## src/hw/rtl/rc4d_pkg.sv

```systemverilog
// rc4d_pkg: shared types, codes and constants of the RC4-drop stream cipher.
// Used by rc4d_ctrl, rc4d_datapath and rc4_drop_stream_cipher; no dependencies.
`timescale 1ns / 1ps
package rc4d_pkg;

  localparam int PERM_SIZE             = 256;
  localparam int KEY_WORDS             = 4;
  localparam int KEY_WORD_W            = 64;
  localparam int MAX_KEY_BYTES_DEFAULT = 32;
  localparam int CFG_INDEX_W           = 3;

  localparam logic [5:0]  KEY_LENGTH_RESET = 6'd16;
  localparam logic [15:0] DROP_COUNT_RESET = 16'd768;

  // opcode field
  localparam logic OP_REKEY = 1'b0;
  localparam logic OP_DATA  = 1'b1;

  // configuration register indexes
  localparam logic [CFG_INDEX_W-1:0] CFG_KEY_WORD_0 = 3'd0;
  localparam logic [CFG_INDEX_W-1:0] CFG_KEY_WORD_1 = 3'd1;
  localparam logic [CFG_INDEX_W-1:0] CFG_KEY_WORD_2 = 3'd2;
  localparam logic [CFG_INDEX_W-1:0] CFG_KEY_WORD_3 = 3'd3;
  localparam logic [CFG_INDEX_W-1:0] CFG_KEY_LENGTH = 3'd4;
  localparam logic [CFG_INDEX_W-1:0] CFG_DROP_COUNT = 3'd5;

  typedef logic [KEY_WORDS-1:0][KEY_WORD_W-1:0] rc4d_key_t;

  typedef struct packed {
    logic       opcode;
    logic [7:0] in_byte;
    logic       end_of_message;
  } rc4d_in_t;

  typedef struct packed {
    logic [7:0] out_byte;
    logic       out_last;
  } rc4d_out_t;

  typedef enum logic [1:0] {
    ST_IDLE,
    ST_READ_I,
    ST_READ_J,
    ST_SWAP
  } rc4d_state_e;

  typedef enum logic [1:0] {
    MODE_DATA,
    MODE_KSA,
    MODE_DROP
  } rc4d_mode_e;

  // commands from the controller to the datapath
  typedef struct packed {
    logic init;     // identity permutation, i = -1, j = 0, key index 0
    logic rd_i;     // advance i, read S[i]
    logic rd_j;     // capture S[i], advance j, read S[j]
    logic ksa;      // add key byte in the j update
    logic swap;     // write S[i] = S[j], read S[S[i] + S[j]], queue S[j] write
    logic clr_idx;  // zero both indices
  } rc4d_cmd_t;

  typedef struct packed {
    logic i_last;   // i is at the last permutation entry
  } rc4d_stat_t;

endpackage

```

## src/hw/rtl/rc4d_ctrl.sv

```systemverilog
// rc4d_ctrl: sequencer for key schedule, keystream drop and data steps.
// Depends on rc4d_pkg; drives rc4d_datapath through rc4d_cmd_t.
`timescale 1ns / 1ps
module rc4d_ctrl
  import rc4d_pkg::*;
(
  input  logic        clk_i,
  input  logic        rst_ni,
  input  logic        in_valid_i,
  input  logic        opcode_i,
  input  logic        out_free_i,
  input  logic [15:0] drop_count_i,
  input  rc4d_stat_t  stat_i,
  output logic        in_ready_o,
  output logic        accept_o,
  output logic        load_out_o,
  output rc4d_cmd_t   cmd_o
);

  rc4d_state_e state_q, state_d;
  rc4d_mode_e  mode_q, mode_d;
  logic [15:0] cnt_q, cnt_d;
  logic        ks_pend_q, ks_pend_d;
  logic        stall;

  // a finished keystream byte waits in the read register until the output takes it
  assign stall      = ks_pend_q && !out_free_i;
  assign in_ready_o = (state_q == ST_IDLE) && !stall;
  assign accept_o   = in_valid_i && in_ready_o;
  assign load_out_o = (state_q == ST_IDLE) && ks_pend_q && out_free_i;

  always_comb begin
    state_d = state_q;
    unique case (state_q)
      ST_IDLE: begin
        if (accept_o) begin
          state_d = (opcode_i == OP_DATA) ? ST_READ_J : ST_READ_I;
        end
      end
      ST_READ_I: state_d = ST_READ_J;
      ST_READ_J: state_d = ST_SWAP;
      ST_SWAP: begin
        unique case (mode_q)
          MODE_DATA: state_d = ST_IDLE;
          MODE_KSA: begin
            if (!stat_i.i_last) begin
              state_d = ST_READ_I;
            end else begin
              state_d = (drop_count_i == '0) ? ST_IDLE : ST_READ_I;
            end
          end
          MODE_DROP: state_d = (cnt_q == 16'd1) ? ST_IDLE : ST_READ_I;
          default:   state_d = ST_IDLE;
        endcase
      end
      default: state_d = ST_IDLE;
    endcase
  end

  always_comb begin
    cmd_o     = '0;
    mode_d    = mode_q;
    cnt_d     = cnt_q;
    ks_pend_d = ks_pend_q;
    if (load_out_o) begin
      ks_pend_d = 1'b0;
    end
    unique case (state_q)
      ST_IDLE: begin
        if (accept_o) begin
          if (opcode_i == OP_DATA) begin
            cmd_o.rd_i = 1'b1;
            mode_d     = MODE_DATA;
          end else begin
            cmd_o.init = 1'b1;
            mode_d     = MODE_KSA;
          end
        end
      end
      ST_READ_I: cmd_o.rd_i = 1'b1;
      ST_READ_J: begin
        cmd_o.rd_j = 1'b1;
        cmd_o.ksa  = (mode_q == MODE_KSA);
      end
      ST_SWAP: begin
        cmd_o.swap = 1'b1;
        unique case (mode_q)
          MODE_DATA: ks_pend_d = 1'b1;
          MODE_KSA: begin
            if (stat_i.i_last) begin
              cmd_o.clr_idx = 1'b1;
              mode_d        = MODE_DROP;
              cnt_d         = drop_count_i;
            end
          end
          MODE_DROP: cnt_d = cnt_q - 16'd1;
          default: ;
        endcase
      end
      default: ;
    endcase
  end

  always_ff @(posedge clk_i or negedge rst_ni) begin
    if (!rst_ni) begin
      state_q   <= ST_IDLE;
      mode_q    <= MODE_DATA;
      cnt_q     <= '0;
      ks_pend_q <= 1'b0;
    end else begin
      state_q   <= state_d;
      mode_q    <= mode_d;
      cnt_q     <= cnt_d;
      ks_pend_q <= ks_pend_d;
    end
  end

endmodule

```

## src/hw/rtl/rc4d_datapath.sv

```systemverilog
// rc4d_datapath: permutation memory, indices, key byte select and keystream output.
// Depends on rc4d_pkg; commanded by rc4d_ctrl.
`timescale 1ns / 1ps
module rc4d_datapath
  import rc4d_pkg::*;
#(
  parameter int MAX_KEY_BYTES = MAX_KEY_BYTES_DEFAULT
) (
  input  logic       clk_i,
  input  logic       rst_ni,
  input  rc4d_cmd_t  cmd_i,
  input  rc4d_key_t  key_i,
  input  logic [5:0] key_length_i,
  output rc4d_stat_t stat_o,
  output logic [7:0] ks_o
);

  localparam int          KIDX_W    = (MAX_KEY_BYTES > 1) ? $clog2(MAX_KEY_BYTES) : 1;
  localparam logic [8:0]  MAX_LEN   = 9'(MAX_KEY_BYTES);
  localparam logic [8:0]  KEY_BYTES = 9'(KEY_WORDS * 8);

  logic [7:0]          mem_q [PERM_SIZE];
  logic [PERM_SIZE-1:0] valid_q;
  logic [7:0]          rdata_q;

  logic [7:0] i_q, j_q, si_q, t_q;
  logic [7:0] pend_addr_q, pend_data_q;
  logic       pend_q;
  logic [KIDX_W-1:0] kidx_q;

  logic       we, re;
  logic [7:0] waddr, wdata, raddr;
  logic [7:0] i_next, j_next, t_next, key_byte;
  logic [8:0] len_ext, len_eff, kidx_ext;

  // key byte of the current schedule position; positions past the key words read 0
  assign len_ext  = {3'b000, key_length_i};
  assign kidx_ext = 9'(kidx_q);

  always_comb begin
    len_eff = len_ext;
    if (len_ext == '0) begin
      len_eff = 9'd1;
    end else if (len_ext > MAX_LEN) begin
      len_eff = MAX_LEN;
    end
  end

  always_comb begin
    key_byte = '0;
    if (kidx_ext < KEY_BYTES) begin
      key_byte = key_i[kidx_ext[4:3]][{kidx_ext[2:0], 3'b000} +: 8];
    end
  end

  assign i_next = i_q + 8'd1;
  assign j_next = j_q + rdata_q + (cmd_i.ksa ? key_byte : 8'd0);
  assign t_next = si_q + rdata_q;

  // one write port: queued S[j] write, or S[i] = S[j] during the swap
  always_comb begin
    we    = pend_q || cmd_i.swap;
    waddr = pend_q ? pend_addr_q : i_q;
    wdata = pend_q ? pend_data_q : rdata_q;
    re    = cmd_i.rd_i || cmd_i.rd_j || cmd_i.swap;
    raddr = i_next;
    if (cmd_i.rd_j) begin
      raddr = j_next;
    end else if (cmd_i.swap) begin
      raddr = t_next;
    end
  end

  always_ff @(posedge clk_i) begin
    if (we) begin
      mem_q[waddr] <= wdata;
    end
  end

  // entries not written since the last rekey read as the identity
  always_ff @(posedge clk_i) begin
    if (re) begin
      if (we && (waddr == raddr)) begin
        rdata_q <= wdata;
      end else if (valid_q[raddr]) begin
        rdata_q <= mem_q[raddr];
      end else begin
        rdata_q <= raddr;
      end
    end
  end

  always_ff @(posedge clk_i or negedge rst_ni) begin
    if (!rst_ni) begin
      valid_q <= '0;
    end else if (cmd_i.init) begin
      valid_q <= '0;
    end else if (we) begin
      valid_q[waddr] <= 1'b1;
    end
  end

  always_ff @(posedge clk_i or negedge rst_ni) begin
    if (!rst_ni) begin
      i_q    <= '0;
      j_q    <= '0;
      kidx_q <= '0;
      pend_q <= 1'b0;
    end else begin
      pend_q <= cmd_i.swap;
      if (cmd_i.init) begin
        i_q    <= '1;
        j_q    <= '0;
        kidx_q <= '0;
      end else if (cmd_i.clr_idx) begin
        i_q <= '0;
        j_q <= '0;
      end else begin
        if (cmd_i.rd_i) begin
          i_q <= i_next;
        end
        if (cmd_i.rd_j) begin
          j_q <= j_next;
        end
        if (cmd_i.ksa) begin
          kidx_q <= (kidx_ext == len_eff - 9'd1) ? '0 : kidx_q + KIDX_W'(1);
        end
      end
    end
  end

  always_ff @(posedge clk_i) begin
    if (cmd_i.rd_j) begin
      si_q <= rdata_q;
    end
    if (cmd_i.swap) begin
      t_q         <= t_next;
      pend_addr_q <= j_q;
      pend_data_q <= si_q;
    end
  end

  // the S[j] write is queued behind the S[t] read; forward S[i] when the output index hits j
  assign ks_o          = (t_q == j_q) ? si_q : rdata_q;
  assign stat_o.i_last = (i_q == 8'hFF);

endmodule

```

## src/hw/rtl/rc4_drop_stream_cipher.sv

```systemverilog
// rc4_drop_stream_cipher: top level with configuration registers and output register.
// Depends on rc4d_pkg, rc4d_ctrl and rc4d_datapath.
`timescale 1ns / 1ps
// RC4-drop stream cipher. Write the key words, key_length and drop_count on the
// configuration port (always ready), then send a rekey beat (opcode 0): it runs the
// 256-step key schedule and discards drop_count keystream bytes, giving no output
// beat. Each data beat (opcode 1) returns in_byte XOR the next keystream byte, with
// end_of_message copied to out_last; the same operation encrypts and decrypts.
// Register writes take effect at the next rekey if made while no rekey runs; the
// block itself does not enforce this. Data sent before any rekey runs on the
// identity permutation. A data beat's result enters the output register in the
// cycle in which the next beat may already be accepted. A rekey runs the key
// schedule, then drop_count generator steps, both paced by the single-write-port
// permutation memory: each generator step reads S[i], S[j] and S[S[i] + S[j]] in
// turn and writes the two swapped entries, the second write overlapping the next
// step's first read.
module rc4_drop_stream_cipher
  import rc4d_pkg::*;
#(
  parameter int MAX_KEY_BYTES = MAX_KEY_BYTES_DEFAULT
) (
  input  logic                   clk_i,
  input  logic                   rst_ni,
  input  logic                   cfg_valid_i,
  output logic                   cfg_ready_o,
  input  logic [CFG_INDEX_W-1:0] cfg_index_i,
  input  logic [KEY_WORD_W-1:0]  cfg_data_i,
  input  logic                   in_valid_i,
  output logic                   in_ready_o,
  input  rc4d_in_t               in_data_i,
  output logic                   out_valid_o,
  input  logic                   out_ready_i,
  output rc4d_out_t              out_data_o
);

  rc4d_key_t   key_q;
  logic [5:0]  key_length_q;
  logic [15:0] drop_count_q;

  logic [7:0]  in_byte_q;
  logic        eom_q;
  logic        out_valid_q;
  rc4d_out_t   out_q;

  rc4d_cmd_t   cmd;
  rc4d_stat_t  stat;
  logic        accept, load_out, out_free;
  logic [7:0]  ks;

  // Configuration: always accept a beat; unused indexes are dropped.
  assign cfg_ready_o = 1'b1;

  always_ff @(posedge clk_i or negedge rst_ni) begin
    if (!rst_ni) begin
      key_q        <= '0;
      key_length_q <= KEY_LENGTH_RESET;
      drop_count_q <= DROP_COUNT_RESET;
    end else if (cfg_valid_i) begin
      unique case (cfg_index_i) inside
        CFG_KEY_WORD_0, CFG_KEY_WORD_1, CFG_KEY_WORD_2, CFG_KEY_WORD_3: begin
          key_q[cfg_index_i[1:0]] <= cfg_data_i;
        end
        CFG_KEY_LENGTH: key_length_q <= cfg_data_i[5:0];
        CFG_DROP_COUNT: drop_count_q <= cfg_data_i[15:0];
        default: ;
      endcase
    end
  end

  // Output register: take a new result when empty or when the current beat leaves.
  assign out_free = !out_valid_q || out_ready_i;

  rc4d_ctrl u_ctrl (
    .clk_i        (clk_i),
    .rst_ni       (rst_ni),
    .in_valid_i   (in_valid_i),
    .opcode_i     (in_data_i.opcode),
    .out_free_i   (out_free),
    .drop_count_i (drop_count_q),
    .stat_i       (stat),
    .in_ready_o   (in_ready_o),
    .accept_o     (accept),
    .load_out_o   (load_out),
    .cmd_o        (cmd)
  );

  rc4d_datapath #(
    .MAX_KEY_BYTES (MAX_KEY_BYTES)
  ) u_datapath (
    .clk_i        (clk_i),
    .rst_ni       (rst_ni),
    .cmd_i        (cmd),
    .key_i        (key_q),
    .key_length_i (key_length_q),
    .stat_o       (stat),
    .ks_o         (ks)
  );

  // Hold the data byte and its last-byte mark while the keystream byte is produced.
  always_ff @(posedge clk_i) begin
    if (accept) begin
      in_byte_q <= in_data_i.in_byte;
      eom_q     <= in_data_i.end_of_message;
    end
    if (load_out) begin
      out_q.out_byte <= in_byte_q ^ ks;
      out_q.out_last <= eom_q;
    end
  end

  always_ff @(posedge clk_i or negedge rst_ni) begin
    if (!rst_ni) begin
      out_valid_q <= 1'b0;
    end else if (load_out) begin
      out_valid_q <= 1'b1;
    end else if (out_ready_i) begin
      out_valid_q <= 1'b0;
    end
  end

  assign out_valid_o = out_valid_q;
  assign out_data_o  = out_q;

endmodule
```

## config.mk

```make
export PLATFORM = sky130hd
export DESIGN_NAME = rc4_drop_stream_cipher
export DESIGN_NICKNAME = d
export VERILOG_FILES = /design/src/hw/rtl/rc4d_pkg.sv /design/src/hw/rtl/rc4d_ctrl.sv /design/src/hw/rtl/rc4d_datapath.sv /design/src/hw/rtl/rc4_drop_stream_cipher.sv
export SDC_FILE = /design/constraint.sdc
export NUM_CORES = 2
export LEC_CHECK = 0
export BUFFER_PORTS_ARGS = -buffer_cell sky130_fd_sc_hd__buf_2
export CELL_PAD_IN_SITES_DETAIL_PLACEMENT = 1
export CELL_PAD_IN_SITES_GLOBAL_PLACEMENT = 1
export CORE_MARGIN = 1.5
export CORE_UTILIZATION = 43
export CTS_CLUSTER_SIZE = 8
export DETAILED_ROUTE_END_ITERATION = 7
export PLACE_DENSITY_LB_ADDON = 0.1
export SYNTH_ARGS = -nofsm -noshare
export SYNTH_HDL_FRONTEND = slang
export SYNTH_SLANG_ARGS = --single-unit
```

## constraint.sdc

```tcl
create_clock -name clk_i -period 8.3 [get_ports clk_i]
set_input_delay 2.075 -clock clk_i [delete_from_list [all_inputs] [get_ports clk_i]]
set_output_delay 2.075 -clock clk_i [all_outputs]
set_load 0.02 [all_outputs]
```

==> run summary <==
- **path type of the worst setup path** reg -> reg
- **met1 routing resource usage after global routing** 39.96%
- **Worst-Margin Slew** 1326 ps
- **clk root buf** sky130_fd_sc_hd__clkbuf_16
- **Synth Area in Compound Gates** 4.534%
- **Num Clock Sinks** 2684
- **fraction of layout instances using a drive strength above 1** 23.21%
- **share of synthesized area spent on multiplexers** 15.44%
- **wire length of the first global-routing pass** 541400 um
- **core area** 256700 um^2
- **Std-Cell Rows** 186
- **Post CTS Setup Buffer Count** 0
- **Slowest Stage Delay on Critical Path** 770 ps
- **basic-gate share of the synthesized area counting and, or, nand and nor cells** 6.910%
- **final-report max-slew violation count** 0
- **startpoint type of the worst setup path** flip-flop
- **slack of the worst reg-to-reg path** 380 ps
- **Adder-Cell Fraction of Synth Area** 0.4560%
- **CTS hold repair buffers** 0
- **Crit path max-delay family** compound AO/OA/AOI/OAI gates
- **maximum net fanout on the critical path** 32
- **clock network latency to the later pin of the worst-skew pair** 970 ps
- **final period demand of the worst path** 7923 ps
- **synthesized flop and latch total** 2684
- **sequential area share after synthesis** 70.10%
- **most frequent cells in the layout** sky130_fd_sc_hd__edfxtp_1 (2106), sky130_fd_sc_hd__nor2_1 (854), sky130_fd_sc_hd__dfrtp_1 (572)
- **setup repair after global routing missed its margin** no
- **cells traversed along the worst timing path** mux4_2 > mux4_2 > mux2i_1 > nor2_1 > fa_1 > ha_4 > inv_1 > fa_1 > nand2b_1 > o221ai_4 > buf_12 > buf_4 > a21oi_1 > a22oi_1 > a211oi_1 > o32ai_1 > a221oi_1 > buf_4 > o21a_1 > nor3_1 > a211oi_1
- **combined global-route utilization of all metal layers** 29.30%
- **Synth Area per Inst** 16.44 um^2
- **library cell with the largest summed area after synthesis** sky130_fd_sc_hd__edfxtp_1
- **pin count of the biggest net entering global routing** 148
- **count of input and output buffers** 92
- **cell count of the worst reg-to-reg path** 21
- **met2 track demand over resource in global routing** 45.30%
- **final weighted congestion in routability-driven placement** 0.9534
- **Reg2Reg Launch Point** u_datapath.kidx_q[3]$_DFFE_PN0P_
- **vias in the first global route** 68840
- **via total after detailed routing** 67022
- **max cap viols** 0
- **Mapped Area** 110900 um^2
- **worst reg2reg path endpoint** u_datapath.rdata_q[6]$_DFFE_PP_
- **number of enable flip-flop cells after synthesis** 2106
- **drt via density** 6.215
- **xor-xnor portion of the synthesized cell area** 0.3239%
- **post-route clock skew** 76.67 ps
- **global route total overflow** 0
- **number of fillers in the final layout** 24099
- **Arr. time, crit path** 8670 ps
- **commonest non-fill, non-tap cell in the layout** sky130_fd_sc_hd__edfxtp_1
- **placed wire-length estimate after detailed placement** 246000 um
- **endpoints failing setup** 0
- **main combinational cell family by area after synthesis** multiplexers
- **class of the most critical hold timing path** reg -> reg
- **initial cell density of the core** 43.18%
- **clock buffers created by TritonCTS** 386
- **multi-input logic area** 31060 um^2
- **Most used DFF post-synth** sky130_fd_sc_hd__edfxtp_1
- **category of the worst setup path capture point** flip-flop
- **setup tns final** 0 ps
- **routing usage on met3** 6.778%
- **sequential cell area in the final layout** 77720 um^2
- **1st-iter DRT viols** 7577
- **WL/cell** 35.60 um
- **clock transition at the register clock pins on the worst setup and hold paths after CTS** 60 ps
- **async set or reset register ratio after synthesis** 21.54%
- **fmax** 126.2 MHz
- **DRC violation count after routing** 0
- **number of buffer and inverter stages on the critical path** 4
- **fin crit share** 95.46%
- **Area contributors post-synth** sky130_fd_sc_hd__edfxtp_1 (57%), sky130_fd_sc_hd__dfrtp_1 (13%), sky130_fd_sc_hd__mux4_2 (11%), sky130_fd_sc_hd__mux2_2 (3.0%), sky130_fd_sc_hd__nor2_1 (2.9%)
- **area of placed instances** 116500 um^2
- **design area** 127400 um^2
- **post-route antenna net violation count** 0
- **number of antenna violations at the first check in global routing** 23
- **cell count after synthesis** 6742
- **area growth from synthesis to layout** 14.96%
- **CP max stage cell** sky130_fd_sc_hd__dfrtp_4
- **post-synth top area share** 57.05%
- **total detailed-routing wirelength** 383900 um
- **Hold Startpoint** eom_q$_DFFE_PP_
- **hold worst-path end** out_data_o[0]$_DFFE_PP_
- **DIE AREA** 260800 um^2
- **Hold Violations, Final** 0
- **number of nets at the end of the flow** 7233
- **DIE HEIGHT** 510.7 um
- **number of I/O pins** 94
- **worst-case clock buffer depth** 4
- **net count after synthesis** 6859
- **status** complete, no violations
- **width of the chip** 510.7 um
- **synth unique cells** 93
- **Required @ worst endpoint** 9050 ps
- **relative max-transition margin** 11.28%
- **total number of yosys warnings** 0
- **global-route layer with the greatest usage** met2
- **total of cells resized after clock tree synthesis** 0
- **Hold Crit Depth** 0
- **WHS** 447.5 ps
- **length of the first detailed-routing pass in iterations** 6
- **TritonCTS clock tree** yes
- **H-tree Lvls** 5
through the flow:
| step | worst slack [ps] | std cells | util, % |
|---|---|---|---|
| 2_1_floorplan | 1927 | 6742 | - |
| 3_3_place_gp | 457.7 | 10111 | 45.38 |
| 3_5_place_dp | 412.3 | 10112 | 45.39 |
| 4_1_cts | 391.3 | 10773 | 49.63 |
| 5_1_grt | 200.0 | 10776 | 49.64 |
| 6_report | 376.8 | 10784 | 49.64 |
cell type report:
class / count / share of cell area [%]
Tap cell: 3384 / 3.323
Clock buffer: 650 / 8.432
Antenna cell: 11 / 0.02160
Inverter: 72 / 0.2121
Multi-Input combinational cell: 3569 / 24.37
Timing Repair Buffer: 403 / 2.533
Clock inverter: 11 / 0.1188
Sequential cell: 2684 / 60.99
cells by family after synthesis:
group	Yosys count
AOI/OAI and AO/OA	689
other	1
xor gates and xnor gates	41
buffers and inverters	489
DFF	2684
and+or+nand+nor	1802
muxes	1001
adders and majority gates	35
cells in the mapped netlist (49+ instances only):
cell and instances:
sky130_fd_sc_hd__buf_2 100, sky130_fd_sc_hd__o21ai_0 103, sky130_fd_sc_hd__a221oi_1 49, sky130_fd_sc_hd__clkbuf_1 205, sky130_fd_sc_hd__mux2_2 297, sky130_fd_sc_hd__buf_4 52, sky130_fd_sc_hd__nor2_1 866, sky130_fd_sc_hd__nand2_1 515
sky130_fd_sc_hd__a21oi_1 118, sky130_fd_sc_hd__inv_1 71, sky130_fd_sc_hd__mux4_2 537, sky130_fd_sc_hd__nand3_1 152, sky130_fd_sc_hd__edfxtp_1 2106, sky130_fd_sc_hd__and3_1 94, sky130_fd_sc_hd__dfrtp_1 575, sky130_fd_sc_hd__mux2i_1 167
per-layer routing:
layer,share of wire [%],vias up
li1,-,27055
met1,40,36061
met2,46,3068
met3,8.7,810
met4,4.6,28
met5,0.047,-
registers in the layout (all words and copies together), names as in the netlist, 9 cells and up:
name / flops
u_ctrl.cnt_q: 16
drop_count_q: 16
key_q: 256
out_data_o: 9
u_datapath.valid_q: 256
u_datapath.mem_q: 2048
how the worst max path moves through the flow:
stage | end | slack [ps] | depth (start not counted) | startpoint
3_5_place_dp | u_datapath.rdata_q[2]$_DFFE_PP_ | 410 | 21 | u_datapath.kidx_q[3]$_DFFE_PN0P_
4_1_cts | u_datapath.rdata_q[2]$_DFFE_PP_ | 390 | 21 | u_datapath.kidx_q[3]$_DFFE_PN0P_
6_report | u_datapath.rdata_q[6]$_DFFE_PP_ | 380 | 21 | u_datapath.kidx_q[3]$_DFFE_PN0P_
3_3_place_gp | u_datapath.rdata_q[3]$_DFFE_PP_ | 460 | 21 | u_datapath.kidx_q[3]$_DFFE_PN0P_
5_1_grt | u_datapath.rdata_q[3]$_DFFE_PP_ | 200 | 21 | u_datapath.kidx_q[3]$_DFFE_PN0P_
2_1_floorplan | u_datapath.rdata_q[7]$_DFFE_PP_ | 1930 | 25 | u_datapath.kidx_q[3]$_DFFE_PN0P_
Power is left out: the tool's default activity adds up to more than one toggle a clock period on the data nets, which glitch-free logic cannot reach.
